[src/rtl/core/clr_pkg.sv]
// Shared constants, types and helpers for the clipped line rasteriser.
package clr_pkg;

    localparam int MAX_DIM    = 4096;
    localparam int COORD_BITS = 16;
    localparam int DIM_BITS   = $clog2(MAX_DIM) + 1;
    localparam int POS_BITS   = 12;
    localparam int COLOR_BITS = 24;
    // Clipped coordinates are held within +-2^30.
    localparam int CW         = 32;
    localparam int AW         = CW + 1;
    localparam int PW         = 2 * AW + 2;
    localparam int QW         = PW - 1;
    localparam int CNT_BITS   = $clog2(QW + 1);
    localparam int ERR_BITS   = 16;
    localparam int SNM_BITS   = 15;

    localparam logic [CW-1:0] LIMIT_MAG = CW'(1) << 30;

    localparam logic OP_LOAD = 1'b0;
    localparam logic OP_STEP = 1'b1;

    localparam logic REG_CANVAS_WIDTH  = 1'b0;
    localparam logic REG_CANVAS_HEIGHT = 1'b1;

    localparam logic [DIM_BITS-1:0] RESET_WIDTH  = DIM_BITS'(1024);
    localparam logic [DIM_BITS-1:0] RESET_HEIGHT = DIM_BITS'(768);

    localparam logic [3:0] LAST_CLIP = 4'hF;

    typedef enum logic [2:0] {
        ST_IDLE,
        ST_PRE,
        ST_CLIP_EVAL,
        ST_CLIP_WAIT,
        ST_POST,
        ST_SETUP
    } t_ctrl_state;

    typedef enum logic [2:0] {
        XS_IDLE,
        XS_MUL_A,
        XS_MUL_B,
        XS_ABS,
        XS_DIV,
        XS_DONE
    } t_cross_state;

    typedef struct packed {
        logic       in_ready;
        logic       load_en;
        logic       step_en;
        logic       pre_en;
        logic [3:0] clip_idx;
        logic       cross_start;
        logic       apply_edge;
        logic       apply_cross;
        logic       post_en;
        logic       setup_en;
    } t_cmd;

    typedef struct packed {
        logic out_free;
        logic clip_cond;
        logic clip_same;
        logic cross_done;
    } t_status;

    function automatic logic [DIM_BITS-1:0] canvas_dim(input logic [DIM_BITS-1:0] r);
        logic [DIM_BITS-1:0] d;
        d = r;
        if (r == '0) begin
            d = DIM_BITS'(1);
        end else if (r > DIM_BITS'(MAX_DIM)) begin
            d = DIM_BITS'(MAX_DIM);
        end
        return d;
    endfunction

    function automatic logic signed [CW-1:0] clamp_coord(input logic signed [CW-1:0] v,
                                                         input logic [DIM_BITS-1:0] lim);
        logic signed [CW-1:0] top;
        logic signed [CW-1:0] r;
        top = signed'({{(CW-DIM_BITS){1'b0}}, lim}) - CW'(1);
        r   = v;
        if (v < 0) begin
            r = '0;
        end else if (v > top) begin
            r = top;
        end
        return r;
    endfunction

endpackage

[src/rtl/core/clr_cross.sv]
// Multi-cycle unit for trunc((diff*tn + base*td) / td), clamped to +-2^30.
module clr_cross import clr_pkg::*; (
    input  logic                 i_clk,
    input  logic                 i_rst_n,
    input  logic                 i_start,
    input  logic signed [AW-1:0] i_diff,
    input  logic signed [AW-1:0] i_tn,
    input  logic signed [AW-1:0] i_td,
    input  logic signed [AW-1:0] i_base,
    output logic                 o_done,
    output logic signed [CW-1:0] o_result
);

    t_cross_state r_state, n_state;
    logic [CNT_BITS-1:0] r_cnt;
    logic signed [PW-1:0] r_acc;
    logic signed [PW-1:0] r_mc;
    logic [AW-1:0] r_mp;
    logic signed [AW-1:0] r_td;
    logic signed [AW-1:0] r_base;
    logic [QW-1:0] r_quo;
    logic [AW-1:0] r_rem;
    logic [AW-1:0] r_div;
    logic r_neg;

    logic signed [PW-1:0] addend;
    logic [PW-1:0] acc_mag;
    logic [AW-1:0] td_mag;
    logic [AW:0] trial;
    logic trial_ok;
    logic [CW-1:0] mag;
    logic mul_last;

    assign mul_last = r_cnt == CNT_BITS'(AW - 1);
    assign addend   = r_mp[0] ? r_mc : '0;
    assign acc_mag  = r_acc[PW-1] ? PW'(-r_acc) : PW'(r_acc);
    assign td_mag   = r_td[AW-1] ? AW'(-r_td) : AW'(r_td);
    assign trial    = {r_rem, r_quo[QW-1]};
    assign trial_ok = trial >= {1'b0, r_div};

    always_comb begin
        n_state = r_state;
        unique case (r_state)
            XS_IDLE:  if (i_start) n_state = XS_MUL_A;
            XS_MUL_A: if (mul_last) n_state = XS_MUL_B;
            XS_MUL_B: if (mul_last) n_state = XS_ABS;
            XS_ABS:   n_state = XS_DIV;
            XS_DIV:   if (r_cnt == CNT_BITS'(QW - 1)) n_state = XS_DONE;
            XS_DONE:  n_state = XS_IDLE;
            default:  n_state = XS_IDLE;
        endcase
    end

    always_ff @(posedge i_clk) begin
        if (!i_rst_n) begin
            r_state <= XS_IDLE;
        end else begin
            r_state <= n_state;
        end
    end

    always_ff @(posedge i_clk) begin
        unique case (r_state)
            XS_IDLE: begin
                r_mc   <= PW'(i_diff);
                r_mp   <= i_tn;
                r_td   <= i_td;
                r_base <= i_base;
                r_acc  <= '0;
                r_cnt  <= '0;
            end
            XS_MUL_A, XS_MUL_B: begin
                // The top multiplier bit carries negative weight.
                if (mul_last) begin
                    r_acc <= r_acc - addend;
                    r_cnt <= '0;
                    r_mc  <= PW'(r_base);
                    r_mp  <= r_td;
                end else begin
                    r_acc <= r_acc + addend;
                    r_cnt <= r_cnt + CNT_BITS'(1);
                    r_mc  <= r_mc <<< 1;
                    r_mp  <= r_mp >> 1;
                end
            end
            XS_ABS: begin
                r_neg <= r_acc[PW-1] ^ r_td[AW-1];
                r_quo <= acc_mag[QW-1:0];
                r_div <= td_mag;
                r_rem <= '0;
                r_cnt <= '0;
            end
            XS_DIV: begin
                r_rem <= trial_ok ? AW'(trial - {1'b0, r_div}) : trial[AW-1:0];
                r_quo <= {r_quo[QW-2:0], trial_ok};
                r_cnt <= r_cnt + CNT_BITS'(1);
            end
            XS_DONE: begin
                r_cnt <= '0;
            end
            default: begin
                r_cnt <= '0;
            end
        endcase
    end

    assign mag      = (r_quo > QW'(LIMIT_MAG)) ? LIMIT_MAG : r_quo[CW-1:0];
    assign o_result = r_neg ? signed'(CW'(-mag)) : signed'(mag);
    assign o_done   = r_state == XS_DONE;

endmodule

[src/rtl/core/clr_ctrl.sv]
// Controller state machine sequencing load, clipping, set-up and pixel steps.
module clr_ctrl import clr_pkg::*; (
    input  logic    i_clk,
    input  logic    i_rst_n,
    input  logic    i_in_valid,
    input  logic    i_operation,
    input  t_status i_status,
    output t_cmd    o_cmd
);

    t_ctrl_state r_state, n_state;
    logic [3:0] r_clip_idx, n_clip_idx;
    logic clip_last;

    assign clip_last = r_clip_idx == LAST_CLIP;

    always_comb begin
        n_state    = r_state;
        n_clip_idx = r_clip_idx;
        o_cmd      = '0;
        o_cmd.clip_idx = r_clip_idx;
        unique case (r_state)
            ST_IDLE: begin
                o_cmd.in_ready = i_status.out_free;
                if (i_in_valid && i_status.out_free) begin
                    if (i_operation == OP_LOAD) begin
                        o_cmd.load_en = 1'b1;
                        n_state       = ST_PRE;
                    end else begin
                        o_cmd.step_en = 1'b1;
                    end
                end
            end
            ST_PRE: begin
                o_cmd.pre_en = 1'b1;
                n_clip_idx   = '0;
                n_state      = ST_CLIP_EVAL;
            end
            ST_CLIP_EVAL: begin
                if (i_status.clip_cond && !i_status.clip_same) begin
                    o_cmd.cross_start = 1'b1;
                    n_state           = ST_CLIP_WAIT;
                end else begin
                    o_cmd.apply_edge = i_status.clip_cond;
                    n_clip_idx       = r_clip_idx + 4'd1;
                    if (clip_last) n_state = ST_POST;
                end
            end
            ST_CLIP_WAIT: begin
                if (i_status.cross_done) begin
                    o_cmd.apply_cross = 1'b1;
                    n_clip_idx        = r_clip_idx + 4'd1;
                    n_state           = clip_last ? ST_POST : ST_CLIP_EVAL;
                end
            end
            ST_POST: begin
                o_cmd.post_en = 1'b1;
                n_state       = ST_SETUP;
            end
            ST_SETUP: begin
                o_cmd.setup_en = 1'b1;
                n_state        = ST_IDLE;
            end
            default: n_state = ST_IDLE;
        endcase
    end

    always_ff @(posedge i_clk) begin
        if (!i_rst_n) begin
            r_state    <= ST_IDLE;
            r_clip_idx <= '0;
        end else begin
            r_state    <= n_state;
            r_clip_idx <= n_clip_idx;
        end
    end

    a_cross_waits: assert property (@(posedge i_clk) disable iff (!i_rst_n)
        o_cmd.cross_start |=> r_state == ST_CLIP_WAIT)
        else $error("clip division started without waiting for it");

    a_load_clips: assert property (@(posedge i_clk) disable iff (!i_rst_n)
        (o_cmd.load_en && i_in_valid) |=> (r_state == ST_PRE && !o_cmd.in_ready))
        else $error("load transfer did not enter the clipping sequence");

endmodule

[src/rtl/core/clr_dp.sv]
// Datapath: canvas registers, endpoint clipping, Bresenham state and output register.
module clr_dp import clr_pkg::*; (
    input  logic                         i_clk,
    input  logic                         i_rst_n,
    input  t_cmd                         i_cmd,
    output t_status                      o_status,
    input  logic                         i_cfg_we,
    input  logic                         i_cfg_index,
    input  logic [DIM_BITS-1:0]          i_cfg_data,
    input  logic signed [COORD_BITS-1:0] i_start_x,
    input  logic signed [COORD_BITS-1:0] i_start_y,
    input  logic signed [COORD_BITS-1:0] i_end_x,
    input  logic signed [COORD_BITS-1:0] i_end_y,
    input  logic [COLOR_BITS-1:0]        i_line_color,
    output logic                         o_out_valid,
    input  logic                         i_out_ready,
    output logic [POS_BITS-1:0]          o_pixel_x,
    output logic [POS_BITS-1:0]          o_pixel_y,
    output logic [COLOR_BITS-1:0]        o_pixel_color,
    output logic                         o_last_pixel
);

    logic [DIM_BITS-1:0] r_canvas_w, r_canvas_h;
    logic signed [CW-1:0] r_x0, r_y0, r_x1, r_y1;
    logic [COLOR_BITS-1:0] r_color;
    logic r_drawing, r_steep, r_major_neg, r_minor_neg;
    logic [DIM_BITS-1:0] r_major_pos, r_major_end, r_minor_pos;
    logic signed [ERR_BITS-1:0] r_err, r_step_mv;
    logic [SNM_BITS-1:0] r_step_nm;
    logic r_out_valid, r_last;
    logic [POS_BITS-1:0] r_px, r_py;
    logic [COLOR_BITS-1:0] r_pc;

    logic [DIM_BITS-1:0] w, h;
    logic signed [CW-1:0] wext, hext, limext, edge_val;
    logic signed [CW-1:0] a0, a1, b0, b1, a_sel;
    logic axis, end1, high;
    logic signed [AW-1:0] c_diff, c_tn, c_td, c_base;
    logic cross_done;
    logic signed [CW-1:0] cross_res;

    assign w      = canvas_dim(r_canvas_w);
    assign h      = canvas_dim(r_canvas_h);
    assign wext   = signed'({{(CW-DIM_BITS){1'b0}}, w});
    assign hext   = signed'({{(CW-DIM_BITS){1'b0}}, h});

    // Clip order per pass: x1 high, x1 low, x0 high, x0 low, then the same for y.
    assign axis   = i_cmd.clip_idx[2];
    assign end1   = !i_cmd.clip_idx[1];
    assign high   = !i_cmd.clip_idx[0];
    assign a0     = axis ? r_y0 : r_x0;
    assign a1     = axis ? r_y1 : r_x1;
    assign b0     = axis ? r_x0 : r_y0;
    assign b1     = axis ? r_x1 : r_y1;
    assign limext = axis ? hext : wext;
    assign a_sel  = end1 ? a1 : a0;
    assign edge_val = high ? limext - CW'(1) : '0;

    assign c_diff = AW'(b1) - AW'(b0);
    assign c_tn   = (high ? AW'(limext) : '0) - AW'(a0);
    assign c_td   = AW'(a1) - AW'(a0);
    assign c_base = AW'(b0);

    clr_cross u_cross (
        .i_clk    (i_clk),
        .i_rst_n  (i_rst_n),
        .i_start  (i_cmd.cross_start),
        .i_diff   (c_diff),
        .i_tn     (c_tn),
        .i_td     (c_td),
        .i_base   (c_base),
        .o_done   (cross_done),
        .o_result (cross_res)
    );

    assign o_status.out_free   = !r_out_valid || i_out_ready;
    assign o_status.clip_cond  = high ? (a_sel >= limext) : (a_sel <= 0);
    assign o_status.clip_same  = a1 == a0;
    assign o_status.cross_done = cross_done;

    // Line set-up from the clamped endpoints.
    logic [DIM_BITS-1:0] sx0, sy0, sx1, sy1, maj0, maj1, min0, min1;
    logic signed [DIM_BITS:0] dx, dy, dmaj, dmin;
    logic [DIM_BITS-1:0] adx, ady, amaj, amin;
    logic steep;

    assign sx0  = r_x0[DIM_BITS-1:0];
    assign sy0  = r_y0[DIM_BITS-1:0];
    assign sx1  = r_x1[DIM_BITS-1:0];
    assign sy1  = r_y1[DIM_BITS-1:0];
    assign dx   = signed'({1'b0, sx1}) - signed'({1'b0, sx0});
    assign dy   = signed'({1'b0, sy1}) - signed'({1'b0, sy0});
    assign adx  = dx[DIM_BITS] ? DIM_BITS'(-dx) : dx[DIM_BITS-1:0];
    assign ady  = dy[DIM_BITS] ? DIM_BITS'(-dy) : dy[DIM_BITS-1:0];
    assign steep = ady >= adx;
    assign maj0 = steep ? sy0 : sx0;
    assign maj1 = steep ? sy1 : sx1;
    assign min0 = steep ? sx0 : sy0;
    assign min1 = steep ? sx1 : sy1;
    assign dmaj = signed'({1'b0, maj1}) - signed'({1'b0, maj0});
    assign dmin = signed'({1'b0, min1}) - signed'({1'b0, min0});
    assign amaj = dmaj[DIM_BITS] ? DIM_BITS'(-dmaj) : dmaj[DIM_BITS-1:0];
    assign amin = dmin[DIM_BITS] ? DIM_BITS'(-dmin) : dmin[DIM_BITS-1:0];

    // Pixel step.
    logic [DIM_BITS-1:0] px_raw, py_raw, px_c, py_c, n_major, n_minor;
    logic signed [ERR_BITS-1:0] n_err;
    logic n_last;

    assign px_raw = r_steep ? r_minor_pos : r_major_pos;
    assign py_raw = r_steep ? r_major_pos : r_minor_pos;
    assign px_c   = (px_raw > w - DIM_BITS'(1)) ? w - DIM_BITS'(1) : px_raw;
    assign py_c   = (py_raw > h - DIM_BITS'(1)) ? h - DIM_BITS'(1) : py_raw;
    assign n_major = r_major_neg ? r_major_pos - DIM_BITS'(1) : r_major_pos + DIM_BITS'(1);
    assign n_minor = (r_err > 0) ?
                     (r_minor_neg ? r_minor_pos - DIM_BITS'(1) : r_minor_pos + DIM_BITS'(1)) :
                     r_minor_pos;
    assign n_err  = r_err + ((r_err > 0) ? r_step_mv : signed'({1'b0, r_step_nm}));
    assign n_last = n_major == r_major_end;

    always_ff @(posedge i_clk) begin
        if (!i_rst_n) begin
            r_canvas_w <= RESET_WIDTH;
            r_canvas_h <= RESET_HEIGHT;
        end else if (i_cfg_we) begin
            if (i_cfg_index == REG_CANVAS_WIDTH) begin
                r_canvas_w <= i_cfg_data;
            end else begin
                r_canvas_h <= i_cfg_data;
            end
        end
    end

    always_ff @(posedge i_clk) begin
        if (i_cmd.load_en) begin
            r_x0    <= CW'(i_start_x);
            r_y0    <= CW'(i_start_y);
            r_x1    <= CW'(i_end_x);
            r_y1    <= CW'(i_end_y);
            r_color <= i_line_color;
        end else if (i_cmd.pre_en) begin
            // Endpoints wholly beyond one edge move onto it.
            if (r_x0 <= 0 && r_x1 <= 0) begin
                r_x0 <= '0;
                r_x1 <= '0;
            end else if (r_x0 >= wext && r_x1 >= wext) begin
                r_x0 <= wext - CW'(1);
                r_x1 <= wext - CW'(1);
            end
            if (r_y0 <= 0 && r_y1 <= 0) begin
                r_y0 <= '0;
                r_y1 <= '0;
            end else if (r_y0 >= hext && r_y1 >= hext) begin
                r_y0 <= hext - CW'(1);
                r_y1 <= hext - CW'(1);
            end
        end else if (i_cmd.apply_edge || i_cmd.apply_cross) begin
            unique case ({axis, end1})
                2'b01: begin
                    r_x1 <= edge_val;
                    if (i_cmd.apply_cross) r_y1 <= cross_res;
                end
                2'b00: begin
                    r_x0 <= edge_val;
                    if (i_cmd.apply_cross) r_y0 <= cross_res;
                end
                2'b11: begin
                    r_y1 <= edge_val;
                    if (i_cmd.apply_cross) r_x1 <= cross_res;
                end
                default: begin
                    r_y0 <= edge_val;
                    if (i_cmd.apply_cross) r_x0 <= cross_res;
                end
            endcase
        end else if (i_cmd.post_en) begin
            r_x0 <= clamp_coord(r_x0, w);
            r_x1 <= clamp_coord(r_x1, w);
            r_y0 <= clamp_coord(r_y0, h);
            r_y1 <= clamp_coord(r_y1, h);
        end
    end

    always_ff @(posedge i_clk) begin
        if (!i_rst_n) begin
            r_drawing <= 1'b0;
        end else if (i_cmd.setup_en) begin
            r_drawing <= amaj != '0;
        end else if (i_cmd.step_en && r_drawing) begin
            r_drawing <= !n_last;
        end
    end

    always_ff @(posedge i_clk) begin
        if (i_cmd.setup_en) begin
            r_steep     <= steep;
            r_major_neg <= dmaj[DIM_BITS];
            r_minor_neg <= dmin[DIM_BITS];
            r_major_pos <= maj0;
            r_major_end <= maj1;
            r_minor_pos <= min0;
            r_step_nm   <= {1'b0, amin, 1'b0};
            r_step_mv   <= signed'({2'b0, amin, 1'b0}) - signed'({2'b0, amaj, 1'b0});
            r_err       <= signed'({2'b0, amin, 1'b0}) - signed'({3'b0, amaj});
        end else if (i_cmd.step_en && r_drawing) begin
            r_major_pos <= n_major;
            r_minor_pos <= n_minor;
            r_err       <= n_err;
        end
    end

    always_ff @(posedge i_clk) begin
        if (!i_rst_n) begin
            r_out_valid <= 1'b0;
        end else if (i_cmd.step_en && r_drawing) begin
            r_out_valid <= 1'b1;
        end else if (i_out_ready) begin
            r_out_valid <= 1'b0;
        end
    end

    always_ff @(posedge i_clk) begin
        if (i_cmd.step_en && r_drawing) begin
            r_px   <= px_c[POS_BITS-1:0];
            r_py   <= py_c[POS_BITS-1:0];
            r_pc   <= r_color;
            r_last <= n_last;
        end
    end

    assign o_out_valid   = r_out_valid;
    assign o_pixel_x     = r_px;
    assign o_pixel_y     = r_py;
    assign o_pixel_color = r_pc;
    assign o_last_pixel  = r_last;

    a_drawing_ends: assert property (@(posedge i_clk) disable iff (!i_rst_n)
        r_drawing |-> r_major_pos != r_major_end)
        else $error("line in progress already sits on its excluded end point");

    a_step_emits: assert property (@(posedge i_clk) disable iff (!i_rst_n)
        (i_cmd.step_en && r_drawing) |=> r_out_valid)
        else $error("pixel step on a live line produced no result");

endmodule

[src/rtl/core/clipped_line_rasterizer.sv]
// Clipped line rasteriser top level.
// Input channel (i_in_valid / o_in_ready): an operation of load carries two
// signed endpoints and a colour; an operation of step asks for the next pixel.
// Output channel (o_out_valid / i_out_ready): one pixel per step transfer on a
// live line, with last_pixel set on the final one; the end point is not drawn.
// A step on no live line is taken and yields nothing.
// A step result is in the output register in the cycle after its transfer, and
// a step can be taken every cycle while the receiver keeps up.
// A load takes the block away from the input through the pre-clip, edge-clip,
// post-clip and set-up states; each edge clip that needs a new crossing point
// (at most sixteen) also waits on the crossing multiply and divide, which run
// a bit at a time in one shared unit.
// When the receiver stalls, the pending pixel stays in the output register and
// no further transfer is taken until it has gone. Reset (synchronous, active
// low) ends any line and sets the canvas to 1024 by 768. Canvas registers are
// to be written via i_cfg_we only while idle; the block does not enforce it.
module clipped_line_rasterizer import clr_pkg::*; (
    input  logic                         i_clk,
    input  logic                         i_rst_n,
    input  logic                         i_in_valid,
    output logic                         o_in_ready,
    input  logic                         i_operation,
    input  logic signed [COORD_BITS-1:0] i_start_x,
    input  logic signed [COORD_BITS-1:0] i_start_y,
    input  logic signed [COORD_BITS-1:0] i_end_x,
    input  logic signed [COORD_BITS-1:0] i_end_y,
    input  logic [COLOR_BITS-1:0]        i_line_color,
    output logic                         o_out_valid,
    input  logic                         i_out_ready,
    output logic [POS_BITS-1:0]          o_pixel_x,
    output logic [POS_BITS-1:0]          o_pixel_y,
    output logic [COLOR_BITS-1:0]        o_pixel_color,
    output logic                         o_last_pixel,
    input  logic                         i_cfg_we,
    input  logic                         i_cfg_index,
    input  logic [DIM_BITS-1:0]          i_cfg_data
);

    t_cmd    cmd;
    t_status status;

    clr_ctrl u_ctrl (
        .i_clk       (i_clk),
        .i_rst_n     (i_rst_n),
        .i_in_valid  (i_in_valid),
        .i_operation (i_operation),
        .i_status    (status),
        .o_cmd       (cmd)
    );

    clr_dp u_dp (
        .i_clk         (i_clk),
        .i_rst_n       (i_rst_n),
        .i_cmd         (cmd),
        .o_status      (status),
        .i_cfg_we      (i_cfg_we),
        .i_cfg_index   (i_cfg_index),
        .i_cfg_data    (i_cfg_data),
        .i_start_x     (i_start_x),
        .i_start_y     (i_start_y),
        .i_end_x       (i_end_x),
        .i_end_y       (i_end_y),
        .i_line_color  (i_line_color),
        .o_out_valid   (o_out_valid),
        .i_out_ready   (i_out_ready),
        .o_pixel_x     (o_pixel_x),
        .o_pixel_y     (o_pixel_y),
        .o_pixel_color (o_pixel_color),
        .o_last_pixel  (o_last_pixel)
    );

    assign o_in_ready = cmd.in_ready;

endmodule

[config.mk]
export PLATFORM = sky130hd
export DESIGN_NAME = clipped_line_rasterizer
export DESIGN_NICKNAME = d
export VERILOG_FILES = /design/src/rtl/core/clr_pkg.sv /design/src/rtl/core/clr_cross.sv /design/src/rtl/core/clr_ctrl.sv /design/src/rtl/core/clr_dp.sv /design/src/rtl/core/clipped_line_rasterizer.sv
export SDC_FILE = /design/constraint.sdc
export NUM_CORES = 2
export LEC_CHECK = 0
export BUFFER_PORTS_ARGS = -buffer_cell sky130_fd_sc_hd__buf_2
export CORE_MARGIN = 4
export CORE_UTILIZATION = 46
export DETAILED_ROUTE_END_ITERATION = 10
export GPL_ROUTABILITY_DRIVEN = 0
export PLACE_DENSITY = 0.59
export SLEW_MARGIN = 20
export SYNTH_ARGS = -nofsm -noshare
export SYNTH_HDL_FRONTEND = slang
export SYNTH_SLANG_ARGS = --single-unit
[constraint.sdc]
create_clock -name i_clk -period 15 [get_ports i_clk]
set_input_delay 4.5 -clock i_clk [delete_from_list [all_inputs] [get_ports i_clk]]
set_output_delay 4.5 -clock i_clk [all_outputs]
set_load 0.01 [all_outputs]
==> impl_metrics.json <==
{
  "setup_viol": 0,
  "setup_tns_ns": 0,
  "required_ns": 15.51,
  "start_util": 0.465,
  "io_pins": 159,
  "slowest_delay_ns": 0.60,
  "grt-ovfl-total": 0,
  "grt_pass1_wl_um": 293000,
  "r2r_slack_ns": 3.15,
  "yosys.area.top_type_share": 0.341,
  "ys_async_sr_fraction": 0,
  "wire_per_inst_um": 23.5,
  "startpoint_type": "flop",
  "synth-main-ff-cell": "edfxtp_1",
  "min_period_over_period": 0.790,
  "grt_pass1_vias": 47200,
  "synth_warnings": 0,
  "finalMaxSlewViolations": 0,
  "die_w_um": 362,
  "ctsHtreeMaxLevel": 3,
  "postCtsSetupBuffers": 0,
  "period_needed_ns": 11.85,
  "hold_buffers": 0,
  "cts_resized": 0,
  "arrival_ns": 12.36,
  "grt_util_all_layers": 0.290,
  "yosysTopAreaCell": "edfxtp_1",
  "setup_ws_ns": 3.15,
  "critPathKind": "reg -> reg",
  "cp_common_cell": "a21oi_1",
  "avgSynthCellArea_um2": 8.92,
  "die_area_mm2": 0.131,
  "ant_nets": 0,
  "port_buffers": 158,
  "clockBufferDepth": 3,
  "die_y_um": 362,
  "fin_util": 0.513,
  "viasPerCell": 6.07,
  "clk_latency_ns": 0.71,
  "drt-initial-drc-count": 5366,
  "min_path_cells": 0,
  "first_pass_iters": 8,
  "syn-instance-count": 6468,
  "clock_sinks": 699,
  "synth_edf_count": 654,
  "ys_seq_area_frac": 0.356,
  "hold_viol_final": 0,
  "drc": 0,
  "critPathMaxFanout": 34,
  "cts_root_buffer": "clkbuf_16",
  "grt_start_max_net_pins": 158,
  "drive_gt1_frac": 0.0867,
  "ys_seq_elements": 699,
  "dp_slack_ns": 3.45,
  "endpoint_kind": "flop",
  "grt_antenna_before_repair": 6,
  "finalNetCount": 7311,
  "tightest_slew_ns": 1.15,
  "vias": 50700,
  "cts_tree": "built",
  "hp-class": "reg -> reg",
  "hpwl_um": 148000,
  "core.rowCount": 129,
  "synthTopCellsByArea": "edfxtp_1 34%, ha_1 12%, nand2_1 5.3%, xnor2_1 4.2%, o21ai_0 4.1%",
  "relSlewSlack": 0.234,
  "core_mm2": 0.124,
  "maxCapViolCount": 0,
  "r2r_cells": 50,
  "area_delta_synth_final_pct": 10.4,
  "syn-cell-area_mm2": 0.0577,
  "hold-worst-slack_ns": 0.418,
  "fillCellCount": 11600,
  "wirelength_um": 196000,
  "fmax_mhz": 84.4,
  "clkSlewWorstSetupHoldPaths_ns": 0.07,
  "outcome": "complete, no violations",
  "slowest_stage": "edfxtp_1",
  "clock_skew_ns": 0.0528,
  "synth_cell_types": 88,
  "rsz0062_at_grt": "no",
  "cts_made_buffers": 85
}
==> sequential cells by signal, summed over array words and instances (netlist names), 32 cells and up <==
signal,cells
u_dp.u_cross.r_td,33
u_dp.u_cross.r_quo,67
u_dp.u_cross.r_mc,68
u_dp.u_cross.r_mp,33
u_dp.u_cross.r_acc,68
u_dp.r_y1,32
u_dp.r_y0,32
u_dp.u_cross.r_rem,33
u_dp.r_x0,32
u_dp.u_cross.r_div,33
u_dp.u_cross.r_base,32
u_dp.r_x1,32
==> critical path: cells and delay by family, from the launching register on <==
family | cells | cell delay, ns
fa+ha+maj | 4 | 1.42
simple gates | 8 | 1.10
flops | 1 | 0.60
buf+inv | 4 | 0.51
xor+xnor | 1 | 0.15
mux | 1 | 0.29
compound gates | 32 | 7.56
==> per-layer routing <==
metal  share of wire  vias to the layer above  track usage
li1                -                    24000            -
met1            0.44                    24100        0.416
met2            0.41                     2182        0.427
met3           0.094                      415       0.0577
met4           0.050                        0        0.121
met5               0                        -            0
==> cells in the final DEF (no fill, tap or decap), types with 124 or more instances in the layout <==
| cell | count |
|---|---|
| nand2_1 | 809 |
| edfxtp_1 | 654 |
| nor2_1 | 579 |
| ha_1 | 543 |
| o21ai_0 | 475 |
| a21oi_1 | 451 |
| inv_1 | 282 |
| xnor2_1 | 279 |
| xor2_1 | 196 |
| mux2i_1 | 169 |
| a21o_1 | 163 |
| buf_2 | 159 |
| nand3_1 | 124 |
==> cell families (layout without fill, tap and decap cells) <==
group,count (synthesis),count (layout),share of synthesized area
simple gates,2234,2234,0.181
compound gates,1682,1682,0.181
flops,699,699,0.356
fa+ha+maj,561,561,0.123
buf+inv,543,711,0.0354
xor+xnor,477,477,0.0727
mux,270,270,0.0510
other cells,2,83,0.000130
==> final cells by class <==
class                           count  area (um2)  area share
Inverter                          287        1080      0.0169
Sequential cell                   699       20500       0.323
Clock inverter                     55         661      0.0104
Multi-Input combinational cell   5304       35500       0.558
Timing Repair Buffer              269        1650      0.0259
Tap cell                         1637        2050      0.0322
Clock buffer                      100        2180      0.0343
Antenna cell                        3        7.51    0.000118
==> synth_stat cells (all sizes together) (14+ instances only) <==
library cell / n
o21ai: 479
o31ai: 72
dfxtp: 45
a21o: 163
a31oi: 79
xor2: 197
and2: 24
a21boi: 69
or4: 46
or3: 74
clkbuf: 228
mux2: 91
nor3b: 14
nand3: 125
xnor2: 279
and3: 48
o21bai: 45
o41ai: 23
nand2: 810
or2: 33
o221ai: 16
o211ai: 40
mux2i: 169
ha: 543
edfxtp: 654
inv: 285
fa: 14
nand2b: 84
nor2: 583
a21oi: 454
a211oi: 22
nor4: 66
nor2b: 83
buf: 28
nand4: 95
nor3: 104
o21a: 86
==> per-stage QoR <==
step                      area (um2)  std cells
after floorplan                58000       6546
after global placement         60800       8194
after detailed placement       60800       8196
after CTS                      63700       8351
after global routing           63700       8351
final                          63700       8354
==> path summary, 6_finish.rpt <==
check / to / startpoint
setup reg to reg: u_dp.r_err[12] / u_dp.r_x1[1]
setup / recovery: u_dp.r_err[12] / u_dp.r_x1[1]
hold / removal: u_dp.o_pixel_color[20] / u_dp.r_color[20]
hold reg to reg: u_dp.o_pixel_color[20] / u_dp.r_color[20]
Power is not shown: default switching activity piles up to over one toggle a cycle in this logic, so the estimate is an artifact.
